===== config.mk =====
export PLATFORM = sky130hd
export DESIGN_NAME = bab_ffs
export DESIGN_NICKNAME = d
export VERILOG_FILES = /design/src/rtl/bab_pkg.sv /design/src/rtl/bab_ffs.sv
export SDC_FILE = /design/constraint.sdc
export NUM_CORES = 1
export LEC_CHECK = 0
export BUFFER_PORTS_ARGS = -buffer_cell sky130_fd_sc_hd__buf_2
export CAP_MARGIN = 20
export CORE_AREA = 2 2 39 41
export DETAILED_ROUTE_END_ITERATION = 8
export DIE_AREA = 0 0 41 43
export GPL_ROUTABILITY_DRIVEN = 0
export PLACE_DENSITY = 0.72
export SLEW_MARGIN = 20
export SYNTH_ARGS = -nofsm -noshare
export SYNTH_HDL_FRONTEND = slang
export SYNTH_SLANG_ARGS = --single-unit

===== constraint.sdc =====
create_clock -name vclk -period 1.4
set_clock_uncertainty 0.05 [all_clocks]
set_input_delay 0.14 -clock vclk [all_inputs]
set_output_delay 0.14 -clock vclk [all_outputs]
set_load 0.02 [all_outputs]

===== src/rtl/bab_pkg.sv =====
`timescale 1ns / 1ps
// ----------------------------------------------------------------------------
// bab_pkg: shared types and constants of the bitmap block allocator
// Map geometry, request/response beats, command and status codes, the
// sequencer states and the reset pattern of a map row.
// ----------------------------------------------------------------------------
package bab_pkg;

    localparam int NUM_BLOCKS      = 4096;
    localparam int NUM_INODES      = 256;
    localparam int RESERVED_BLOCKS = 26;
    localparam int SCAN_BITS       = 32;

    localparam int IDX_W    = 12;
    localparam int BIT_W    = $clog2(SCAN_BITS);
    localparam int BLK_ROWS = (NUM_BLOCKS + SCAN_BITS - 1) / SCAN_BITS;
    localparam int INO_ROWS = (NUM_INODES + SCAN_BITS - 1) / SCAN_BITS;
    localparam int ROWS     = BLK_ROWS + INO_ROWS;
    localparam int ADDR_W   = $clog2(ROWS + 1);

    typedef enum logic [1:0] {
        CMD_FIND    = 2'd0,
        CMD_MARK    = 2'd1,
        CMD_RELEASE = 2'd2,
        CMD_ALLOC   = 2'd3
    } bab_cmd_t;

    typedef enum logic [1:0] {
        ST_OK        = 2'd0,
        ST_NONE_FREE = 2'd1,
        ST_RANGE     = 2'd2
    } bab_status_t;

    typedef enum logic [1:0] {
        S_IDLE,
        S_SCAN,
        S_FETCH,
        S_UPDATE
    } bab_state_t;

    typedef struct packed {
        logic [1:0]       command;
        logic             map_select;
        logic [IDX_W-1:0] index;
    } bab_req_t;

    typedef struct packed {
        logic [1:0]       status;
        logic [IDX_W-1:0] result_index;
        logic             was_free;
    } bab_rsp_t;

    // Free pattern of a row that was never written since reset.
    function automatic logic [SCAN_BITS-1:0] row_reset(input logic [ADDR_W-1:0] row);
        logic [SCAN_BITS-1:0] w;
        int                   e;
        w = '0;
        for (int b = 0; b < SCAN_BITS; b++)
        begin
            if (int'(row) < BLK_ROWS)
            begin
                e    = int'(row) * SCAN_BITS + b;
                w[b] = (e >= RESERVED_BLOCKS) && (e < NUM_BLOCKS);
            end
            else
            begin
                e    = (int'(row) - BLK_ROWS) * SCAN_BITS + b;
                w[b] = (e != 0) && (e < NUM_INODES);
            end
        end
        return w;
    endfunction

endpackage


===== src/rtl/bab_ffs.sv =====
`timescale 1ns / 1ps
// ----------------------------------------------------------------------------
// bab_ffs: find-first-free unit
// Returns the position of the lowest set bit of one map row.
// ----------------------------------------------------------------------------
module bab_ffs
    import bab_pkg::*;
(
    input  logic [SCAN_BITS-1:0] word,
    output logic                 found,
    output logic [BIT_W-1:0]     pos
);

    always_comb
    begin
        pos = '0;
        // walk down so the lowest set bit wins
        for (int b = SCAN_BITS - 1; b >= 0; b--)
        begin
            if (word[b])
            begin
                pos = BIT_W'(b);
            end
        end
    end

    assign found = |word;

endmodule


# --- Word level (Yosys, flattened, before mapping) ---
# Index checks and enable logic that the tools add are counted.
classes:
  n_mux: 32
  reduce_logical: 1
op_table:
  columns: ["cell", "n"]
  rows:
  - ["$mux 5", 32]
  - ["$reduce_or 32->1", 1]
word_totals:
  regBits: 0
  inputBits: 32
  output_inout_bits: 6

# --- Logic depth before layout (Yosys ltp) ---
logic_depth:
  word_depth: 32
  ltp_mapped: 5
  ltp_nobuf: 5

# --- Worst setup path before layout ---
# Ideal clock, no wire load.
synth_timing:
  path_kind: "input-to-output"
  startpoint: "input word[30]"
  endpoint: "output pos[0]"
  t_arrival_ns: 1.292
  path_slack_ns: -0.082
  cell_stages: 5
  cell_sequence: "nor3b_1 > nor3_1 > o31ai_1 > o2111ai_1 > a221oi_1"
synth_between:
  elab_chain_len: 31
synth_lines:
  columns: ["item", "line", "source"]
  rows:
  - ["from (decl)", "bab_ffs.sv:9", "input logic [SCAN_BITS-1:0] word,"]
  - ["$mux 5 (31 in series)", "bab_ffs.sv:20", "if (word[b])"]
  - ["to (decl)", "bab_ffs.sv:11", "output logic [BIT_W-1:0] pos"]
# Every way passes these cells.

# --- Worst setup path after layout ---
layout_timing:
  startpoint: "input word[11]"
  endpoint: "output pos[0]"
layout_between:
  elab_chain_len: 12
layout_lines:
  columns: ["item", "line"]
  rows:
  - ["$mux 5 (12 in series)", "bab_ffs.sv:20"]
# Every way passes these cells.

==> impl_metrics.csv <==
group,metric,value,unit
status,status,"finished with violations",
status,failed_checks,"negative setup slack",
setup_path,critical_path_peak_fanout,3,
logic_synthesis,synth_area_leaders,"sky130_fd_sc_hd__nor4_1, sky130_fd_sc_hd__nor2_1, sky130_fd_sc_hd__a21oi_1",
logic_synthesis,synthDistinctLibCells,24,
layout,synthToLayoutAreaGrowth,164.0,%
hold_path,min-delay-path-class,"in2out",
placement,portBuffers,38,
logic_synthesis,synth-compound-area-share,38.64,%
layout,insertedDiodeCount,0,
global_route,grt_overflow_total,0,
die,core_area,1384,um^2
drt,detail_route.iter0.violations,7,
setup_path,arrival,1.34,ns
setup_path,critical-path-max-stage-delay,0.25,ns
logic_synthesis,seq_area_frac_synth,0,%
die,die_w,41,um
global_route,gr-usage-all-layers,21.92,%
die,die-height,43,um
power_and_ir_drop,cellPowerDensity,248.2,nW/um^2
logic_synthesis,syn_nets,97,
logic_synthesis,multiplexer_share_of_the_synthesized_area,0,%
layout,n_sequential_cell,0,
global_route,grt_max_degree,5,
clock_tree,cts_hold_repair.buffers,0,
drt,drc,0,
setup_path,startpoint_type,"input pin",
layout,drive_above_1_share,69.70,%
flow_run,drv_cap,0,
logic_synthesis,synthXorXnorAreaFrac,0,%
drt,ant_nets,0,
setup_path,worstSetupPathType,"in2out",
setup_path,critical-path-top-delay-family,"compound AO/OA/AOI/OAI gates",
layout,fillerInstances,98,
timing,finalHoldViolations,0,
global_route,grt_antenna_before_repair,0,
die,rows,14,
setup_path,cp_cell_sequence,"buf_2 > inv_1 > a21oi_1 > o21a_1 > a2111oi_4 > buf_4 > a221oi_2 > buf_4",
logic_synthesis,synth_top_family_by_area,"simple AND/OR/NAND/NOR gates",
layout,mostFrequentLayoutCell,"sky130_fd_sc_hd__buf_4",
drt,wirelength,2156,um
hold_path,timing.hold.worst.start,"word[0]",
logic_synthesis,synth_largest_area_cell,"sky130_fd_sc_hd__nor4_1",
setup_path,cp_slowest_cell,"sky130_fd_sc_hd__a221oi_2",
timing,timing.max_slew.rel_slack,77.31,%
power_and_ir_drop,fin_total_pwr,252.5,uW
timing,final-max-slew-violation-count,0,
layout,register_area,0,um^2
logic_synthesis,synth_warnings,0,
power_and_ir_drop,vdd.ir_drop.worst,0.1557,mV
layout,nets,166,
timing,period_needed,1.533,ns
layout,fin_util,73.51,%
drt,num_vias,812,
drt,route.detailed.wl_per_inst,14.57,um
die,dieArea,1763,um^2
logic_synthesis,syn_inst,65,
placement,place_hpwl,1451,um
setup_path,crit_path_frequent_cell,"sky130_fd_sc_hd__buf_4",
timing,max_slew.worst_pin.slew,0.3317,ns
logic_synthesis,simple_gate_area_share_of_the_yosys_netlist,55.52,%
die,io-pin-count,38,
timing,setup-violations-final,6,
drt,drtPass1Iterations,4,
hold_path,whs_path_depth,4,
logic_synthesis,post_synth.cell_area_avg,5.929,um^2
timing,fin_crit_sh,109.5,%
setup_path,critical_path_required,1.21,ns
drt,route.detailed.vias_per_inst,5.486,
setup_path,worstPathBufferInverterCount,4,
timing,unrepaired_setup_endpoints_after_global_routing,"true",
setup_path,worstSetupStartpoint,"word[11]",
logic_synthesis,synth_top_area_share,11.36,%
global_route,first_global_vias,802,
layout,clockBufferCount,0,
logic_synthesis,synth_fa_ha_area_share,0,%
power_and_ir_drop,leakagePower,0.0004627,uW
global_route,grt_first_pass_wirelength,2891,um
setup_path,endpoint_kind,"primary output",
timing,clock.fmax,652.5,MHz
die,initial_utilization,27.85,%
logic_synthesis,mappedNetlistArea,385.4,um^2
hold_path,holdPathEnd,"pos[0]",
layout,stdcell_count,148,
timing,setup_ws,-0.1327,ns
placement,dp.cells,147,
layout,most_frequent_cells_in_the_layout,"sky130_fd_sc_hd__buf_4, sky130_fd_sc_hd__buf_2, sky130_fd_sc_hd__buf_6",
## worst max path at each step
stage | end | depth (start not counted)
2_1_floorplan | pos[3] | 4
3_3_place_gp | found | 6
3_5_place_dp | pos[0] | 7
4_1_cts | pos[2] | 7
5_1_grt | pos[0] | 8
6_report | pos[0] | 8
## power breakdown
part | switching (uW) | total, uW | internal (uW)
combinational | 117 | 252 | 135
clock | 0 | 0 | 0
sequential | 0 | 0 | 0
total | 117 | 252 | 135
## layout make-up
cell class	count	area (um^2)	share of cell area, %
timing repair buffer	67	476.7	46.86
inverter	6	22.52	2.214
tap	16	20.02	1.968
multi-input combinational	59	498.0	48.95
## synth_stat cells, types with 2 or more instances
library cell and count:
sky130_fd_sc_hd__nor4_1 7, sky130_fd_sc_hd__nor3_2 2, sky130_fd_sc_hd__or4_4 2, sky130_fd_sc_hd__o31ai_1 4
sky130_fd_sc_hd__nor2_1 10, sky130_fd_sc_hd__nor3_1 5, sky130_fd_sc_hd__a2111oi_0 2, sky130_fd_sc_hd__or4_1 2
sky130_fd_sc_hd__o21ai_0 2, sky130_fd_sc_hd__a21oi_1 7, sky130_fd_sc_hd__nand2_1 3, sky130_fd_sc_hd__inv_1 6
sky130_fd_sc_hd__nor3b_1 2
## metal layers
metal	GRT usage, %	routed length (um)
met5	0	0
met4	2.667	9
met3	1.047	94
met2	41.56	1219
met1	25.48	833
## worst min-delay path: cells and delay by family
kind	cells	cell delay, ns
buffers and inverters	3	0.37
AO/OA/AOI/OAI	1	0.04
## cell families (layout without fill, tap and decap cells)
family | Yosys count | after routing
buf+inv | 6 | 73
simple gates | 37 | 37
compound gates | 22 | 22
## what timing repair did
item | CTS | global route
endpoints found under the setup margin | 6 | 6
buffers inserted | 0 | 1
resized for setup | 20 | 21
pin swaps | 13 | 5
## metrics by stage
| step | area (um^2) | setup TNS, ns | setup WS, ns | hold slack [ns] |
|---|---|---|---|---|
| 4_1_cts | 910.9 | -0.5131 | -0.1197 | 0.6059 |
| 3_3_place_gp | 817.0 | -0.6167 | -0.1281 | 0.6017 |
| 2_1_floorplan | 396.6 | 0 | 0.007127 | 0.2722 |
| 3_5_place_dp | 817.0 | -0.7332 | -0.1777 | 0.6051 |
| 6_report | 1017 | -0.5421 | -0.1327 | 0.6327 |
| 5_1_grt | 1017 | -0.8094 | -0.2133 | 0.6468 |
(Power assumes the default switching activity.)
